--- src/rtl/core/frjb_pkg.sv ---
// shared constants, codes and controller/datapath interface types
package frjb_pkg;

   localparam int PACKETS_PER_FRAME_DEF = 100;
   localparam int FRAME_SLOTS_DEF = 64;

   localparam int SEQ_W = 32;
   localparam int FRAME_W = 26;
   localparam int CFG_W = 7;
   localparam int CSR_IDX_W = 2;
   localparam int OP_W = 2;
   localparam int STATUS_W = 2;
   localparam int FLOW_W = 2;
   localparam int MODE_W = 2;
   localparam int OUT_CNT_W = 7;
   localparam int STEP_W = 2;

   localparam logic [OP_W-1:0] OP_ARRIVAL = 2'd0;
   localparam logic [OP_W-1:0] OP_ASSEMBLE = 2'd1;
   localparam logic [OP_W-1:0] OP_CONSUME = 2'd2;
   localparam logic [OP_W-1:0] OP_UNUSED = 2'd3;

   localparam logic [STATUS_W-1:0] ST_NONE = 2'd0;
   localparam logic [STATUS_W-1:0] ST_STORED = 2'd1;
   localparam logic [STATUS_W-1:0] ST_DUPLICATE = 2'd2;
   localparam logic [STATUS_W-1:0] ST_CONFLICT = 2'd3;

   localparam logic [FLOW_W-1:0] FLOW_NONE = 2'd0;
   localparam logic [FLOW_W-1:0] FLOW_SLOW = 2'd1;
   localparam logic [FLOW_W-1:0] FLOW_FAST = 2'd2;

   localparam logic [MODE_W-1:0] MODE_FREE = 2'd0;
   localparam logic [MODE_W-1:0] MODE_COLLECT = 2'd1;
   localparam logic [MODE_W-1:0] MODE_READY = 2'd2;

   localparam logic [CSR_IDX_W-1:0] REG_HIGH_WM = 2'd0;
   localparam logic [CSR_IDX_W-1:0] REG_LOW_WM = 2'd1;
   localparam logic [CSR_IDX_W-1:0] REG_READY_LIMIT = 2'd2;

   localparam logic [CFG_W-1:0] HIGH_WM_RST = 7'd30;
   localparam logic [CFG_W-1:0] LOW_WM_RST = 7'd5;
   localparam logic [CFG_W-1:0] READY_LIMIT_RST = 7'd40;

   typedef struct packed {
      logic div_load;
      logic div_step;
      logic rd_arr;
      logic arr_exec;
      logic scan_start;
      logic asm_clear;
      logic scan_run;
      logic scan_min;
      logic decide;
      logic pick;
      logic free_elig;
      logic asm_done;
      logic consume;
      logic idle_rsp;
   } cmd_type;

   typedef struct packed {
      logic div_last;
      logic scan_done;
      logic fits;
      logic avail_zero;
      logic round_last;
   } stat_type;

endpackage

--- src/rtl/core/frjb_ctrl.sv ---
// sequencing state machine for arrivals, assemble and consume ticks
module frjb_ctrl (
   input  logic                          clock,
   input  logic                          reset,
   input  logic                          start,
   input  logic [frjb_pkg::OP_W-1:0]     req_operation,
   input  frjb_pkg::stat_type            stat,
   output logic                          busy,
   output frjb_pkg::cmd_type             cmd
);

   localparam logic [3:0] S_IDLE   = 4'd0;
   localparam logic [3:0] S_DIV    = 4'd1;
   localparam logic [3:0] S_ARD    = 4'd4;
   localparam logic [3:0] S_AEX    = 4'd5;
   localparam logic [3:0] S_ASCAN  = 4'd6;
   localparam logic [3:0] S_ADEC   = 4'd7;
   localparam logic [3:0] S_MSTART = 4'd8;
   localparam logic [3:0] S_MSCAN  = 4'd9;
   localparam logic [3:0] S_MPICK  = 4'd10;
   localparam logic [3:0] S_AFREE  = 4'd11;
   localparam logic [3:0] S_AFIN   = 4'd12;
   localparam logic [3:0] S_CEXE   = 4'd13;

   logic [3:0] state_ff, state_in;

   assign busy = (state_ff != S_IDLE);

   always_comb begin
      state_in = state_ff;
      cmd = '0;
      unique case (state_ff)
         S_IDLE: begin
            if (start) begin
               unique case (req_operation)
                  frjb_pkg::OP_ARRIVAL: begin
                     cmd.div_load = 1'b1;
                     state_in = S_DIV;
                  end
                  frjb_pkg::OP_ASSEMBLE: begin
                     cmd.scan_start = 1'b1;
                     cmd.asm_clear = 1'b1;
                     state_in = S_ASCAN;
                  end
                  frjb_pkg::OP_CONSUME: begin
                     state_in = S_CEXE;
                  end
                  default: begin
                     cmd.idle_rsp = 1'b1;
                  end
               endcase
            end
         end
         S_DIV: begin
            cmd.div_step = 1'b1;
            if (stat.div_last) state_in = S_ARD;
         end
         S_ARD: begin
            cmd.rd_arr = 1'b1;
            state_in = S_AEX;
         end
         S_AEX: begin
            cmd.arr_exec = 1'b1;
            state_in = S_IDLE;
         end
         S_ASCAN: begin
            cmd.scan_run = 1'b1;
            if (stat.scan_done) state_in = S_ADEC;
         end
         S_ADEC: begin
            cmd.decide = 1'b1;
            priority if (stat.fits) state_in = S_AFIN;
            else if (stat.avail_zero) state_in = S_AFREE;
            else state_in = S_MSTART;
         end
         S_MSTART: begin
            cmd.scan_start = 1'b1;
            state_in = S_MSCAN;
         end
         S_MSCAN: begin
            cmd.scan_run = 1'b1;
            cmd.scan_min = 1'b1;
            if (stat.scan_done) state_in = S_MPICK;
         end
         S_MPICK: begin
            cmd.pick = 1'b1;
            state_in = stat.round_last ? S_AFREE : S_MSTART;
         end
         S_AFREE: begin
            cmd.free_elig = 1'b1;
            state_in = S_AFIN;
         end
         S_AFIN: begin
            cmd.asm_done = 1'b1;
            state_in = S_IDLE;
         end
         S_CEXE: begin
            cmd.consume = 1'b1;
            state_in = S_IDLE;
         end
         default: begin
            state_in = S_IDLE;
         end
      endcase
   end

   always_ff @(posedge clock) begin
      if (reset) begin
         state_ff <= S_IDLE;
      end else begin
         state_ff <= state_in;
      end
   end

endmodule

--- config.mk ---
export PLATFORM = sky130hd
export DESIGN_NAME = frjb_ctrl
export DESIGN_NICKNAME = d
export VERILOG_FILES = /design/src/rtl/core/frjb_pkg.sv /design/src/rtl/core/frjb_ctrl.sv
export SDC_FILE = /design/constraint.sdc
export NUM_CORES = 1
export LEC_CHECK = 0
export BUFFER_PORTS_ARGS = -buffer_cell sky130_fd_sc_hd__clkbuf_2
export CORE_AREA = 2 2 41 43
export DETAILED_ROUTE_END_ITERATION = 7
export DIE_AREA = 0 0 43 45
export PLACE_DENSITY = 0.74
export SLEW_MARGIN = 25
export SYNTH_ARGS = -nofsm -noshare
export SYNTH_HDL_FRONTEND = slang
export SYNTH_SLANG_ARGS = --single-unit
export TNS_END_PERCENT = 5
--- constraint.sdc ---
create_clock -name clock -period 1.5 [get_ports clock]
set_clock_uncertainty 0.2 [all_clocks]
set_input_delay 0.15 -clock clock [delete_from_list [all_inputs] [get_ports clock]]
set_output_delay 0.15 -clock clock [all_outputs]
set_load 0.05 [all_outputs]
==> results of run 1 <==
-- cell type report --
| cell class | count | area (sq um) | share of cell area |
|---|---|---|---|
| multi-input combinational | 58 | 570.5 | 0.4720 |
| timing repair buffer | 47 | 470.5 | 0.3892 |
| tap | 16 | 20.02 | 0.01656 |
| sequential | 4 | 95.09 | 0.07867 |
| clock buffer | 4 | 26.28 | 0.02174 |
| inverter | 7 | 26.28 | 0.02174 |
-- per-layer routing --
layer	part of all wire	routed length [um]
met5	0	0
met3	0.068	148
met2	0.53	1151
met1	0.38	835
met4	0.017	36
-- worst max-delay path: cells and delay by family (launching register included) --
kind          cells  cell delay, ns
flops             1            0.36
simple gates      2            0.64
buf+inv           1            0.17
-- worst paths after layout --
path / from / end / slack (ns) / depth (start not counted)
min: stat[3] / state_ff[3]$_SDFFE_PP0P_ / 0.02 / 3
max: state_ff[3]$_SDFFE_PP0P_ / cmd[8] / -0.28 / 3
min reg2reg: state_ff[2]$_SDFFE_PP0P_ / state_ff[2]$_SDFFE_PP0P_ / 0.51 / 3
max reg2reg: state_ff[3]$_SDFFE_PP0P_ / state_ff[0]$_SDFFE_PP0P_ / -0.22 / 4
-- cell usage in the layout, fill, tap and decap left out, drive strengths merged, types with 2 or more instances in the layout --
| cell type | netlist | layout |
|---|---|---|
| inv | 7 | 7 |
| a2bb2oi | 2 | 2 |
| dfxtp | 4 | 4 |
| nand4bb | 2 | 2 |
| nor3 | 3 | 3 |
| a21o | 2 | 2 |
| buf | 4 | 33 |
| nor2 | 6 | 6 |
| a211oi | 2 | 2 |
| o21ai | 2 | 2 |
| ha | 5 | 5 |
| a21oi | 3 | 3 |
| o31ai | 3 | 3 |
| or3 | 2 | 2 |
| a2111oi | 2 | 2 |
| and3 | 3 | 3 |
| nor4 | 2 | 2 |
| clkbuf | 0 | 17 |
| nand2 | 5 | 5 |
| nand2b | 5 | 5 |
-- kinds of logic after synthesis --
kind of cell	count (synthesis)	share of synthesized area
multiplexers	1	0.01747
flip-flops	4	0.1397
AND/OR/NAND/NOR	33	0.3646
adder cells (fa/ha/maj)	5	0.1092
AO/OA/AOI/OAI	19	0.2729
buffers and inverters	11	0.09608
-- timing repair --
| action | in CTS | in global routing |
|---|---|---|
| gates resized for setup | 27 | 33 |
| hold buffers | 1 | 0 |
| pin swaps | 2 | 8 |
| endpoints found under the setup margin | 19 | 19 |
| hold endpoints to repair | 3 | 0 |
| setup buffers | 0 | 1 |
-- power groups by stage --
stage                     logic [mW]  clock network [mW]  registers, mW
final                           1.61               0.157          0.258
after global routing            1.68               0.156          0.268
after CTS                       1.39               0.152          0.232
after detailed placement        1.21                   0          0.217
after global placement          1.19                   0          0.213
after floorplan                0.900                   0          0.205
-- metrics by stage --
stage / total power [mW] / worst slack (ns) / utilization / hold slack [ns] / area, sq um
final: 2.022 / -0.2804 / 0.8214 / 0.02405 / 1209
after global placement: 1.402 / -0.1956 / 0.6395 / 0.1838 / 940.9
after CTS: 1.777 / -0.2410 / 0.7398 / 0.03239 / 1089
after global routing: 2.107 / -0.3425 / 0.8214 / 0.06470 / 1209
after floorplan: 1.104 / -0.06441 / - / 0.01465 / 654.4
after detailed placement: 1.430 / -0.2316 / 0.6395 / 0.1940 / 940.9
==> reports/qor.json, run 1 <==
{
  "numPlacedInstances": {"value": 130},
  "wire_per_inst": {"value": 15.97, "unit": "um"},
  "synth.most_common_cell": {"value": "sky130_fd_sc_hd__inv_1"},
  "detail-route-antenna-nets": {"value": 0},
  "clk_pwr_share": {"value": 0.078},
  "global_route_wire_length_before_repair": {"value": 3056, "unit": "um"},
  "groute.layer.met1.usage": {"value": 0.2530},
  "die-area": {"value": 1935, "unit": "sq um"},
  "yosysWarnings": {"value": 0},
  "met3_usage": {"value": 0.03600},
  "floorplan.rows": {"value": 14},
  "power.combinational.fraction": {"value": 0.795},
  "floorplan.initialDensity": {"value": 0.3895},
  "crit_path_cell_trace": {"value": "nor4_4 -> and3_2 -> clkbuf_8"},
  "hold_violations": {"value": 0},
  "crit_path_capture_type": {"value": "output port"},
  "io_pins": {"value": 25},
  "seq_power_share": {"value": 0.127},
  "min-delay-path-class": {"value": "in2reg"},
  "post_synth_instance_area": {"value": 573.1, "unit": "sq um"},
  "synth_top_area_cell": {"value": "sky130_fd_sc_hd__dfxtp_1"},
  "synth_common_cells": {"value": "7 x sky130_fd_sc_hd__inv_1, 6 x sky130_fd_sc_hd__nor2_1, 5 x sky130_fd_sc_hd__ha_1, 5 x sky130_fd_sc_hd__nand2_1, 5 x sky130_fd_sc_hd__nand2b_1"},
  "worst_ep_arrival_time": {"value": 1.43, "unit": "ns"},
  "first_global_vias": {"value": 705},
  "netSwitchingFraction": {"value": 0.5015},
  "max_slew.worst_pin.slew": {"value": 0.4183, "unit": "ns"},
  "start_kind": {"value": "flip-flop"},
  "most_used_flip_flop_cell_after_synthesis": {"value": "sky130_fd_sc_hd__dfxtp_1"},
  "fin_nets": {"value": 136},
  "netlist_instances": {"value": 73},
  "synth.lib_cells_used.distinct": {"value": 34},
  "die_height": {"value": 45, "unit": "um"},
  "htree_levels": {"value": 1},
  "layout_setup_ws": {"value": -0.2804, "unit": "ns"},
  "fmax": {"value": 561.7, "unit": "MHz"},
  "globalRouteTotalUtil": {"value": 0.2141},
  "worst-endpoint-required": {"value": 1.15, "unit": "ns"},
  "rsz0062_at_grt": {"value": "yes"},
  "postSynthAreaPerCell": {"value": 7.850, "unit": "sq um"},
  "critical_path_class": {"value": "reg2out"},
  "globalRoute.busiestLayer": {"value": "met2"},
  "port_buffers": {"value": 24},
  "synth-seq-cells": {"value": 4},
  "largest_register": {"value": "state_ff"},
  "first_pass_iters": {"value": 4},
  "failing_checks": {"value": "negative setup slack"},
  "clock_sink_count": {"value": 4},
  "detailedRoute.firstIterationViolations": {"value": 28},
  "intPower": {"value": 1.008, "unit": "mW"},
  "sequential_cell_area_fraction_in_the_yosys_report": {"value": 0.1397},
  "clk_lat_worst_skew": {"value": 0.25, "unit": "ns"},
  "drt-vias-per-instance": {"value": 5.713},
  "die_width": {"value": 43, "unit": "um"},
  "cts_tree": {"value": "done"},
  "result_of_the_run": {"value": "finished, violations left"},
  "post-route-period-util": {"value": 1.187},
  "grt_remaining_overflow": {"value": 0},
  "final_routed_drc_violation_total": {"value": 0},
  "period_needed": {"value": 1.780, "unit": "ns"},
  "finalSetupViolCount": {"value": 19},
  "cts_buffers": {"value": 3},
  "yosys-top-cells-area": {"value": "sky130_fd_sc_hd__dfxtp_1 14%, sky130_fd_sc_hd__ha_1 11%, sky130_fd_sc_hd__nand2b_1 5.5%"},
  "cp_max_fo": {"value": 5},
  "switchingPower": {"value": 1.014, "unit": "mW"},
  "cp_slowest_stage_delay": {"value": 0.40, "unit": "ns"},
  "number_of_fillers_in_the_final_layout": {"value": 90},
  "post-dp-hpwl": {"value": 1386, "unit": "um"},
  "worst_ir_drop_vdd": {"value": 1.538, "unit": "mV"},
  "syn2layout_area_growth": {"value": 110.9, "unit": "%"},
  "max-slew-margin-rel": {"value": 0.7204},
  "routabilityCongestion": {"value": 0.9292},
  "crit_path_top_delay_cell": {"value": "sky130_fd_sc_hd__nor4_4"},
  "maxSlewViolCount": {"value": 0},
  "layout-drive-gt1-share": {"value": 0.6417},
  "leakage": {"value": 0.5334, "unit": "nW"},
  "insertedDiodeCount": {"value": 0},
  "totalNegativeSetupSlack": {"value": -3.276, "unit": "ns"},
  "synth_top_area_share": {"value": 0.1397},
  "edff_count_synth": {"value": 0},
  "route.final.wire_length": {"value": 2172, "unit": "um"},
  "route.vias.total": {"value": 777},
  "synth_nets": {"value": 88},
  "clk_transition_reported_paths": {"value": 0.05, "unit": "ns"},
  "postSynth.asyncResetShare": {"value": 0},
  "placeableCoreArea": {"value": 1471, "unit": "sq um"},
  "gr-usage-met2": {"value": 0.3879},
  "root_buffer": {"value": "sky130_fd_sc_hd__clkbuf_4"},
  "maxCapViolCount": {"value": 0},
  "largest_registers": {"value": "state_ff (4)"},
  "final-instance-count-excl-fill": {"value": 136},
  "maximum_number_of_pins_on_one_net_before_global_route_repair": {"value": 11},
  "cts_max_path_buffers": {"value": 2},
  "grt_antenna_before_repair": {"value": 0},
  "number_of_flip_flops_in_the_largest_register": {"value": 4},
  "power_density": {"value": 1673, "unit": "nW/um^2"}
}
(Power assumes the default switching activity.)
==> run 2: changes to the inputs <==
Settings changed: CELL_PAD_IN_SITES_DETAIL_PLACEMENT set to 1, CELL_PAD_IN_SITES_GLOBAL_PLACEMENT set to 1, CORE_AREA 2 2 41 43 to 10 10 55 61, DIE_AREA 0 0 43 45 to 0 0 65 71, PLACE_DENSITY 0.74 to 0.73.
==> run 2 against run 1 <==
Net effect:
- the run still ends with negative setup slack left
- sequential share of layout area shrank 0.81 points
- cell count grew 15%
- global-route usage shrank 8.0 points
- combinational power grew 9.9%
- highest routed layer unchanged
- die area grew 140%
- wire length grew 30%
- critical path depth grew 2
- fmax grew 1.4%
- register-to-register slack gained 0.02 ns
- power grew 8.1%
- clock-buffer cell count is the same
==> reports/qor.json, run 2 (synthesis results as in run 1) <==
{
  "result_of_the_run": {"value": "finished, violations left"},
  "failing_checks": {"value": "negative setup slack"},
  "largest_register": {"value": "state_ff"},
  "hold_path_origin": {"value": "stat[3]"},
  "critical_path_buf_inv_count": {"value": 3, "change": "+2"},
  "route.final.wire_length": {"value": 2816, "unit": "um", "change": "+30%"},
  "port_buffers": {"value": 24, "change": "unchanged"},
  "detail-route-antenna-nets": {"value": 0, "change": "unchanged"},
  "drt-vias-per-instance": {"value": 5.064, "change": "-11%"},
  "clk_lat_worst_skew": {"value": 0.26, "unit": "ns", "change": "about the same"},
  "setup.worst_path.end": {"value": "cmd[7]"},
  "worst_ep_arrival_time": {"value": 1.41, "unit": "ns", "change": "-0.02 ns"},
  "post-route-period-util": {"value": 1.170, "change": "-0.01687"},
  "critPathMostFrequentCell": {"value": "sky130_fd_sc_hd__buf_4"},
  "first_global_vias": {"value": 970, "change": "+38%"},
  "power_density": {"value": 1665, "unit": "nW/um^2", "change": "-0.47%"},
  "grt_antenna_before_repair": {"value": 0, "change": "unchanged"},
  "placeableCoreArea": {"value": 2185, "unit": "sq um", "change": "+48%"},
  "root_buffer": {"value": "sky130_fd_sc_hd__clkbuf_4"},
  "post-dp-hpwl": {"value": 2066, "unit": "um", "change": "+49%"},
  "layout_setup_ws": {"value": -0.2551, "unit": "ns", "change": "+0.02531 ns"},
  "largest_registers": {"value": "state_ff (4)"},
  "worst_hold_slack": {"value": 0.01105, "unit": "ns", "change": "-0.01300 ns"},
  "detailedRoute.firstIterationViolations": {"value": 9, "change": "-68%"},
  "wire_per_inst": {"value": 17.94, "unit": "um", "change": "+12%"},
  "fin_nets": {"value": 143, "change": "+5.1%"},
  "finalSetupViolCount": {"value": 19, "change": "unchanged"},
  "clock_sink_count": {"value": 4, "change": "unchanged"},
  "clk_transition_reported_paths": {"value": 0.05, "unit": "ns", "change": "about the same"},
  "first_pass_iters": {"value": 4, "change": "unchanged"},
  "floorplan.rows": {"value": 18, "change": "+4"},
  "io_pins": {"value": 25, "change": "unchanged"},
  "cp_slowest_stage_delay": {"value": 0.35, "unit": "ns", "change": "-0.05 ns"},
  "leakage": {"value": 0.5626, "unit": "nW", "change": "+5.5%"},
  "worst-endpoint-required": {"value": 1.15, "unit": "ns", "change": "about the same"},
  "cp_max_fo": {"value": 7, "change": "+2"},
  "fmax": {"value": 569.8, "unit": "MHz", "change": "+1.4%"},
  "grt_remaining_overflow": {"value": 0, "change": "unchanged"},
  "maxCapViolCount": {"value": 0, "change": "unchanged"},
  "worst_r2r_endpoint": {"value": "state_ff[0]$_SDFFE_PP0P_"},
  "die_height": {"value": 71, "unit": "um", "change": "+58%"},
  "globalRouteTotalUtil": {"value": 0.1342, "change": "-0.07991"},
  "max-slew-margin-rel": {"value": 0.6644, "change": "-0.05606"},
  "totalNegativeSetupSlack": {"value": -3.502, "unit": "ns", "change": "-0.2261 ns"},
  "worstSetupStartpoint": {"value": "state_ff[0]$_SDFFE_PP0P_"},
  "final_common_cell": {"value": "sky130_fd_sc_hd__buf_4"},
  "critical_path_cell_count": {"value": 5, "change": "+2"},
  "critical_path.top_delay_family": {"value": "buffers and inverters"},
  "crit_path_top_delay_cell": {"value": "sky130_fd_sc_hd__dfxtp_2"},
  "rrSetupSlack": {"value": -0.20, "unit": "ns", "change": "+0.02 ns"},
  "insertedDiodeCount": {"value": 0, "change": "unchanged"},
  "route.vias.total": {"value": 795, "change": "+2.3%"},
  "period_needed": {"value": 1.755, "unit": "ns", "change": "-0.02531 ns"},
  "maximum_number_of_pins_on_one_net_before_global_route_repair": {"value": 11, "change": "unchanged"},
  "rsz0062_at_grt": {"value": "yes"},
  "layout-drive-gt1-share": {"value": 0.6693, "change": "+0.02762"},
  "cts_max_path_buffers": {"value": 2, "change": "unchanged"},
  "final_cell_mix": {"value": "27 x sky130_fd_sc_hd__buf_4, 12 x sky130_fd_sc_hd__buf_12, 9 x sky130_fd_sc_hd__clkbuf_2"},
  "die-area": {"value": 4615, "unit": "sq um", "change": "+140%"},
  "crit_path_capture_type": {"value": "output port"},
  "final_cell_area": {"value": 1313, "unit": "sq um", "change": "+8.6%"},
  "reg2regPathDepth": {"value": 4, "change": "unchanged"},
  "final_routed_drc_violation_total": {"value": 0, "change": "unchanged"},
  "min-delay-path-class": {"value": "in2reg"},
  "floorplan.initialDensity": {"value": 0.2623, "change": "-0.1271"},
  "htree_levels": {"value": 1, "change": "unchanged"},
  "worst_ir_drop_vdd": {"value": 1.588, "unit": "mV", "change": "+3.2%"},
  "number_of_flip_flops_in_the_largest_register": {"value": 4, "change": "unchanged"},
  "final_core_util": {"value": 0.6008, "change": "-0.2206"},
  "critical_path_class": {"value": "reg2out"},
  "global_route_wire_length_before_repair": {"value": 4919, "unit": "um", "change": "+61%"},
  "start_kind": {"value": "flip-flop"},
  "reg2reg_from": {"value": "state_ff[2]$_SDFFE_PP0P_"},
  "placement.setup.worst_slack": {"value": -0.2902, "unit": "ns", "change": "-0.05853 ns"},
  "cts_buffers": {"value": 3, "change": "unchanged"},
  "die_width": {"value": 65, "unit": "um", "change": "+51%"},
  "cts_tree": {"value": "done"},
  "syn2layout_area_growth": {"value": 129.0, "unit": "%"},
  "maxSlewViolCount": {"value": 0, "change": "unchanged"},
  "routabilityCongestion": {"value": 0.8136, "change": "-12%"},
  "max_slew.worst_pin.slew": {"value": 0.5022, "unit": "ns", "change": "+0.08388 ns"},
  "crit_path_cell_trace": {"value": "buf_4 -> nand4bb_4 -> buf_4 -> nand2_2 -> buf_12"},
  "hold_violations": {"value": 0, "change": "unchanged"},
  "placed_area": {"value": 1139, "unit": "sq um", "change": "+21%"}
}
run 2: cell types whose count changed in the layout (fill, tap and decap cells not counted), moves of 2 or more:
cell                      change
sky130_fd_sc_hd__buf_12       +9
sky130_fd_sc_hd__buf_4        +8
sky130_fd_sc_hd__buf_6        -3
sky130_fd_sc_hd__buf_8        -5
sky130_fd_sc_hd__nand2_2      +2
run 2: cell type report:
| class | count | area, sq um |
|---|---|---|
| inverters | 7 | 26.28 |
| multi-input cells | 58 | 566.8 |
| repair buffers | 54 | 563.0 |
| clock buffers | 4 | 26.28 |
| flip-flops and latches | 4 | 92.59 |
| fillers | 254 | 872.1 |
| well taps | 30 | 37.54 |
run 2: report_power, final:
group	total [mW]	internal [mW]	leakage [nW]	switching (mW)
clock network	0.172	0.102	0.0150	0.0704
logic	1.77	0.854	0.512	0.917
registers	0.243	0.159	0.0353	0.0836
total	2.19	1.11	0.563	1.07
run 2: worst min-delay path, stage by stage:
cell and delay [ns]:
sky130_fd_sc_hd__clkbuf_2 0.11, sky130_fd_sc_hd__or3_1 0.11, sky130_fd_sc_hd__o31ai_1 0.05
run 2: timing repair:
item,CTS,global route
resized for setup,19,7
hold endpoints to repair,3,0
setup endpoints to repair,19,19
pin swaps,8,2
buffers inserted,4,0
hold buffers,1,0
run 2: how the worst min path moves through the flow:
stage / depth (start not counted) / end / slack, ns
after global placement: 2 / state_ff[1]$_SDFFE_PP0P_ / 0.18
after detailed placement: 2 / state_ff[1]$_SDFFE_PP0P_ / 0.20
final: 3 / state_ff[3]$_SDFFE_PP0P_ / 0.01
after global routing: 3 / state_ff[2]$_SDFFE_PP0P_ / 0.02
after floorplan: 1 / state_ff[1]$_SDFFE_PP0P_ / 0.01
after CTS: 3 / state_ff[3]$_SDFFE_PP0P_ / 0.01
run 2: through the flow:
step	power [mW]	instances
after global placement	1.645	148
after global routing	2.321	157
after CTS	2.096	157
after floorplan	1.104	73
after detailed placement	1.705	148
final	2.186	157
run 2: routing by layer:
metal  global-route usage  up-vias  share of wire
li1                     -      373              -
met1               0.1358      384           0.37
met2               0.2325       28           0.54
met3              0.04882       10          0.055
met4              0.07381        0          0.034
met5                    0        -              0
==> run 3: changes to the inputs <==
Clock period 1.5 ns to 1.6 ns, I/O delays scaled along.
==> run 3 against run 2 <==
Net effect:
- the flow still finishes with violations (negative setup slack)
- first-iteration DRC count increased by 67%
- clock-buffer cell count decreased by 1
- critical path depth decreased by 2
- critical path type unchanged
- critical endpoint is now cmd[0]
- largest cell class unchanged
- largest power group unchanged
==> reports/qor.json, run 3 (synthesis results as in run 1) <==
{
  "critical_path_class": {"value": "reg2out"},
  "placeableCoreArea": {"value": 2185, "unit": "sq um", "change": "unchanged"},
  "detailedRoute.firstIterationViolations": {"value": 15, "change": "+6"},
  "totalNegativeSetupSlack": {"value": -1.408, "unit": "ns", "change": "+2.094 ns"},
  "clk_transition_reported_paths": {"value": 0.04, "unit": "ns", "change": "about the same"},
  "result_of_the_run": {"value": "finished, violations left"},
  "globalRouteTotalUtil": {"value": 0.1045, "change": "-0.02971"},
  "layout_setup_ws": {"value": -0.1710, "unit": "ns", "change": "+0.08410 ns"},
  "fin_nets": {"value": 134, "change": "-6.3%"},
  "hold_violations": {"value": 0, "change": "unchanged"},
  "start_kind": {"value": "flip-flop"},
  "cp_max_fo": {"value": 9, "change": "+2"},
  "final_cell_mix": {"value": "19 x sky130_fd_sc_hd__buf_4, 9 x sky130_fd_sc_hd__clkbuf_2, 9 x sky130_fd_sc_hd__buf_12"},
  "routabilityCongestion": {"value": 0.7916, "change": "-2.7%"},
  "leakage": {"value": 0.5174, "unit": "nW", "change": "-8.0%"},
  "failing_checks": {"value": "negative setup slack"},
  "worst_r2r_endpoint": {"value": "state_ff[0]$_SDFFE_PP0P_"},
  "cp_slowest_stage_delay": {"value": 0.41, "unit": "ns", "change": "+0.06 ns"},
  "seq_power_share": {"value": 0.126, "change": "+0.015"},
  "clk_lat_worst_skew": {"value": 0.24, "unit": "ns", "change": "-0.02 ns"},
  "post-route-period-util": {"value": 1.107},
  "number_of_fillers_in_the_final_layout": {"value": 256, "change": "+0.79%"},
  "intPower": {"value": 0.9620, "unit": "mW", "change": "-14%"},
  "die_width": {"value": 65, "unit": "um", "change": "unchanged"},
  "largest_registers": {"value": "state_ff (4)"},
  "multiInputGateArea": {"value": 516.7, "unit": "sq um", "change": "-8.8%"},
  "worst_ep_arrival_time": {"value": 1.41, "unit": "ns", "change": "about the same"},
  "min-delay-path-class": {"value": "in2reg"},
  "insertedDiodeCount": {"value": 0, "change": "unchanged"},
  "htree_levels": {"value": 1, "change": "unchanged"},
  "hold_path_origin": {"value": "stat[3]"},
  "crit_path_cell_trace": {"value": "nor4_4 -> and3_4 -> buf_12"},
  "critical_path.top_delay_family": {"value": "simple AND/OR/NAND/NOR gates"},
  "io_pins": {"value": 25, "change": "unchanged"},
  "die_height": {"value": 71, "unit": "um", "change": "unchanged"},
  "largest_register": {"value": "state_ff"},
  "cts_max_path_buffers": {"value": 2, "change": "unchanged"},
  "power_density": {"value": 1618, "unit": "nW/um^2", "change": "-2.8%"},
  "route.vias.total": {"value": 721, "change": "-9.3%"},
  "layout-drive-gt1-share": {"value": 0.6068, "change": "-0.06245"},
  "final_routed_drc_violation_total": {"value": 0, "change": "unchanged"},
  "worst_ir_drop_vdd": {"value": 1.536, "unit": "mV", "change": "-3.3%"},
  "crit_path_top_delay_cell": {"value": "sky130_fd_sc_hd__nor4_4"},
  "hold-path-cell-count": {"value": 3, "change": "unchanged"},
  "max-slew-margin-rel": {"value": 0.6511, "change": "-0.01333"},
  "finalSetupViolCount": {"value": 16, "change": "-3"},
  "grt_antenna_before_repair": {"value": 0, "change": "unchanged"},
  "detail-route-antenna-nets": {"value": 0, "change": "unchanged"},
  "crit_path_capture_type": {"value": "output port"},
  "die-area": {"value": 4615, "unit": "sq um", "change": "unchanged"},
  "switchingPower": {"value": 0.9329, "unit": "mW", "change": "-13%"},
  "final_core_util": {"value": 0.5361, "change": "-0.06472"},
  "reg2regPathDepth": {"value": 4, "change": "unchanged"},
  "route.final.wire_length": {"value": 2402, "unit": "um", "change": "-15%"},
  "max_slew.worst_pin.slew": {"value": 0.5221, "unit": "ns", "change": "+0.01995 ns"},
  "drt-vias-per-instance": {"value": 4.905, "change": "-3.1%"},
  "rsz0062_at_grt": {"value": "yes"},
  "syn2layout_area_growth": {"value": 104.4, "unit": "%"},
  "maxSlewViolCount": {"value": 0, "change": "unchanged"},
  "cts_tree": {"value": "done"},
  "maxCapViolCount": {"value": 0, "change": "unchanged"},
  "clk_pwr_share": {"value": 0.067, "change": "-0.012"},
  "floorplan.initialDensity": {"value": 0.2623, "change": "unchanged"},
  "netSwitchingFraction": {"value": 0.4923, "change": "+0.002257"},
  "number_of_flip_flops_in_the_largest_register": {"value": 4, "change": "unchanged"},
  "min_delay_worst_endpoint": {"value": "state_ff[2]$_SDFFE_PP0P_"},
  "reg2reg_from": {"value": "state_ff[3]$_SDFFE_PP0P_"},
  "final_common_cell": {"value": "sky130_fd_sc_hd__buf_4"},
  "cts_buffers": {"value": 3, "change": "unchanged"},
  "first_pass_iters": {"value": 4, "change": "unchanged"},
  "worst-endpoint-required": {"value": 1.24, "unit": "ns", "change": "+0.09 ns"},
  "root_buffer": {"value": "sky130_fd_sc_hd__clkbuf_4"},
  "port_buffers": {"value": 24, "change": "unchanged"},
  "wire_per_inst": {"value": 16.34, "unit": "um", "change": "-8.9%"},
  "sequential_cell_area": {"value": 95.09, "unit": "sq um", "change": "+2.7%"},
  "post-dp-hpwl": {"value": 1861, "unit": "um", "change": "-9.9%"},
  "maximum_number_of_pins_on_one_net_before_global_route_repair": {"value": 10, "change": "-1"},
  "first_global_vias": {"value": 826, "change": "-15%"},
  "global_route_wire_length_before_repair": {"value": 3953, "unit": "um", "change": "-20%"},
  "power.combinational.fraction": {"value": 0.807, "change": "-0.003"},
  "floorplan.rows": {"value": 18, "change": "unchanged"},
  "period_needed": {"value": 1.771, "unit": "ns"},
  "grt_remaining_overflow": {"value": 0, "change": "unchanged"},
  "critical_path_buf_inv_count": {"value": 1, "change": "-2"},
  "fmax": {"value": 564.6, "unit": "MHz"},
  "rrSetupSlack": {"value": -0.14, "unit": "ns", "change": "+0.06 ns"},
  "clock_sink_count": {"value": 4, "change": "unchanged"}
}
-- run 3: stage by stage --
step	std cells	hold slack, ns	total power, mW	area, sq um	setup WS (ns)
2_1_floorplan	73	0.02465	0.9620	594.3	-0.3489
3_3_place_gp	141	0.1933	1.402	993.5	-0.07100
3_5_place_dp	141	0.2170	1.432	993.5	-0.1452
4_1_cts	146	0.03466	1.753	1125	-0.1582
5_1_grt	147	0.04447	2.016	1171	-0.2555
6_report	147	0.04032	1.895	1171	-0.1710
-- run 3: worst max-delay path by stage --
stage                                   from                        to  slack (ns)  cells after the start
floorplan           state_ff[0]$_SDFFE_PP0P_  state_ff[3]$_SDFFE_PP0P_       -0.35                      5
global placement    state_ff[1]$_SDFFE_PP0P_                    cmd[8]       -0.07                      3
detailed placement  state_ff[1]$_SDFFE_PP0P_                    cmd[8]       -0.15                      3
CTS                 state_ff[3]$_SDFFE_PP0P_                    cmd[8]       -0.16                      3
global route        state_ff[1]$_SDFFE_PP0P_                    cmd[0]       -0.26                      3
finish              state_ff[1]$_SDFFE_PP0P_                    cmd[0]       -0.17                      3
-- run 3: power by group through the flow --
stage / logic (mW) / registers [mW] / clock network (mW)
6_report: 1.53 / 0.240 / 0.127
4_1_cts: 1.38 / 0.237 / 0.132
2_1_floorplan: 0.778 / 0.184 / 0
3_5_place_dp: 1.23 / 0.204 / 0
5_1_grt: 1.63 / 0.246 / 0.142
3_3_place_gp: 1.20 / 0.200 / 0
-- run 3: worst reg2reg max path, stage by stage (launching register included) --
cell and delay (ns):
sky130_fd_sc_hd__dfxtp_4 0.36, sky130_fd_sc_hd__or4b_4 0.56, sky130_fd_sc_hd__a2bb2oi_2 0.17, sky130_fd_sc_hd__a21oi_1 0.18, sky130_fd_sc_hd__o21bai_1 0.17
-- run 3: area by class of cell --
type,count,area share
Clock buffer,3,0.01923
Multi-Input combinational cell,58,0.4412
Tap cell,30,0.03205
Sequential cell,4,0.08120
Timing Repair Buffer,45,0.4038
Inverter,7,0.02244
-- run 3: metal layers --
metal | track usage | up-vias | share of wire
li1 | - | 354 | -
met1 | 0.1078 | 346 | 0.39
met2 | 0.1919 | 19 | 0.55
met3 | 0.03622 | 2 | 0.052
met4 | 0.03095 | 0 | 0.0079
met5 | 0 | - | 0
-- run 3: timing repair --
action / 4_1_cts / 5_1_grt
resized for setup: 27 / 11
hold endpoints to repair: 2 / 0
endpoints found under the setup margin: 19 / 19
hold buffers: 1 / 0
pin swaps: 6 / 1
buffers inserted: 1 / 1
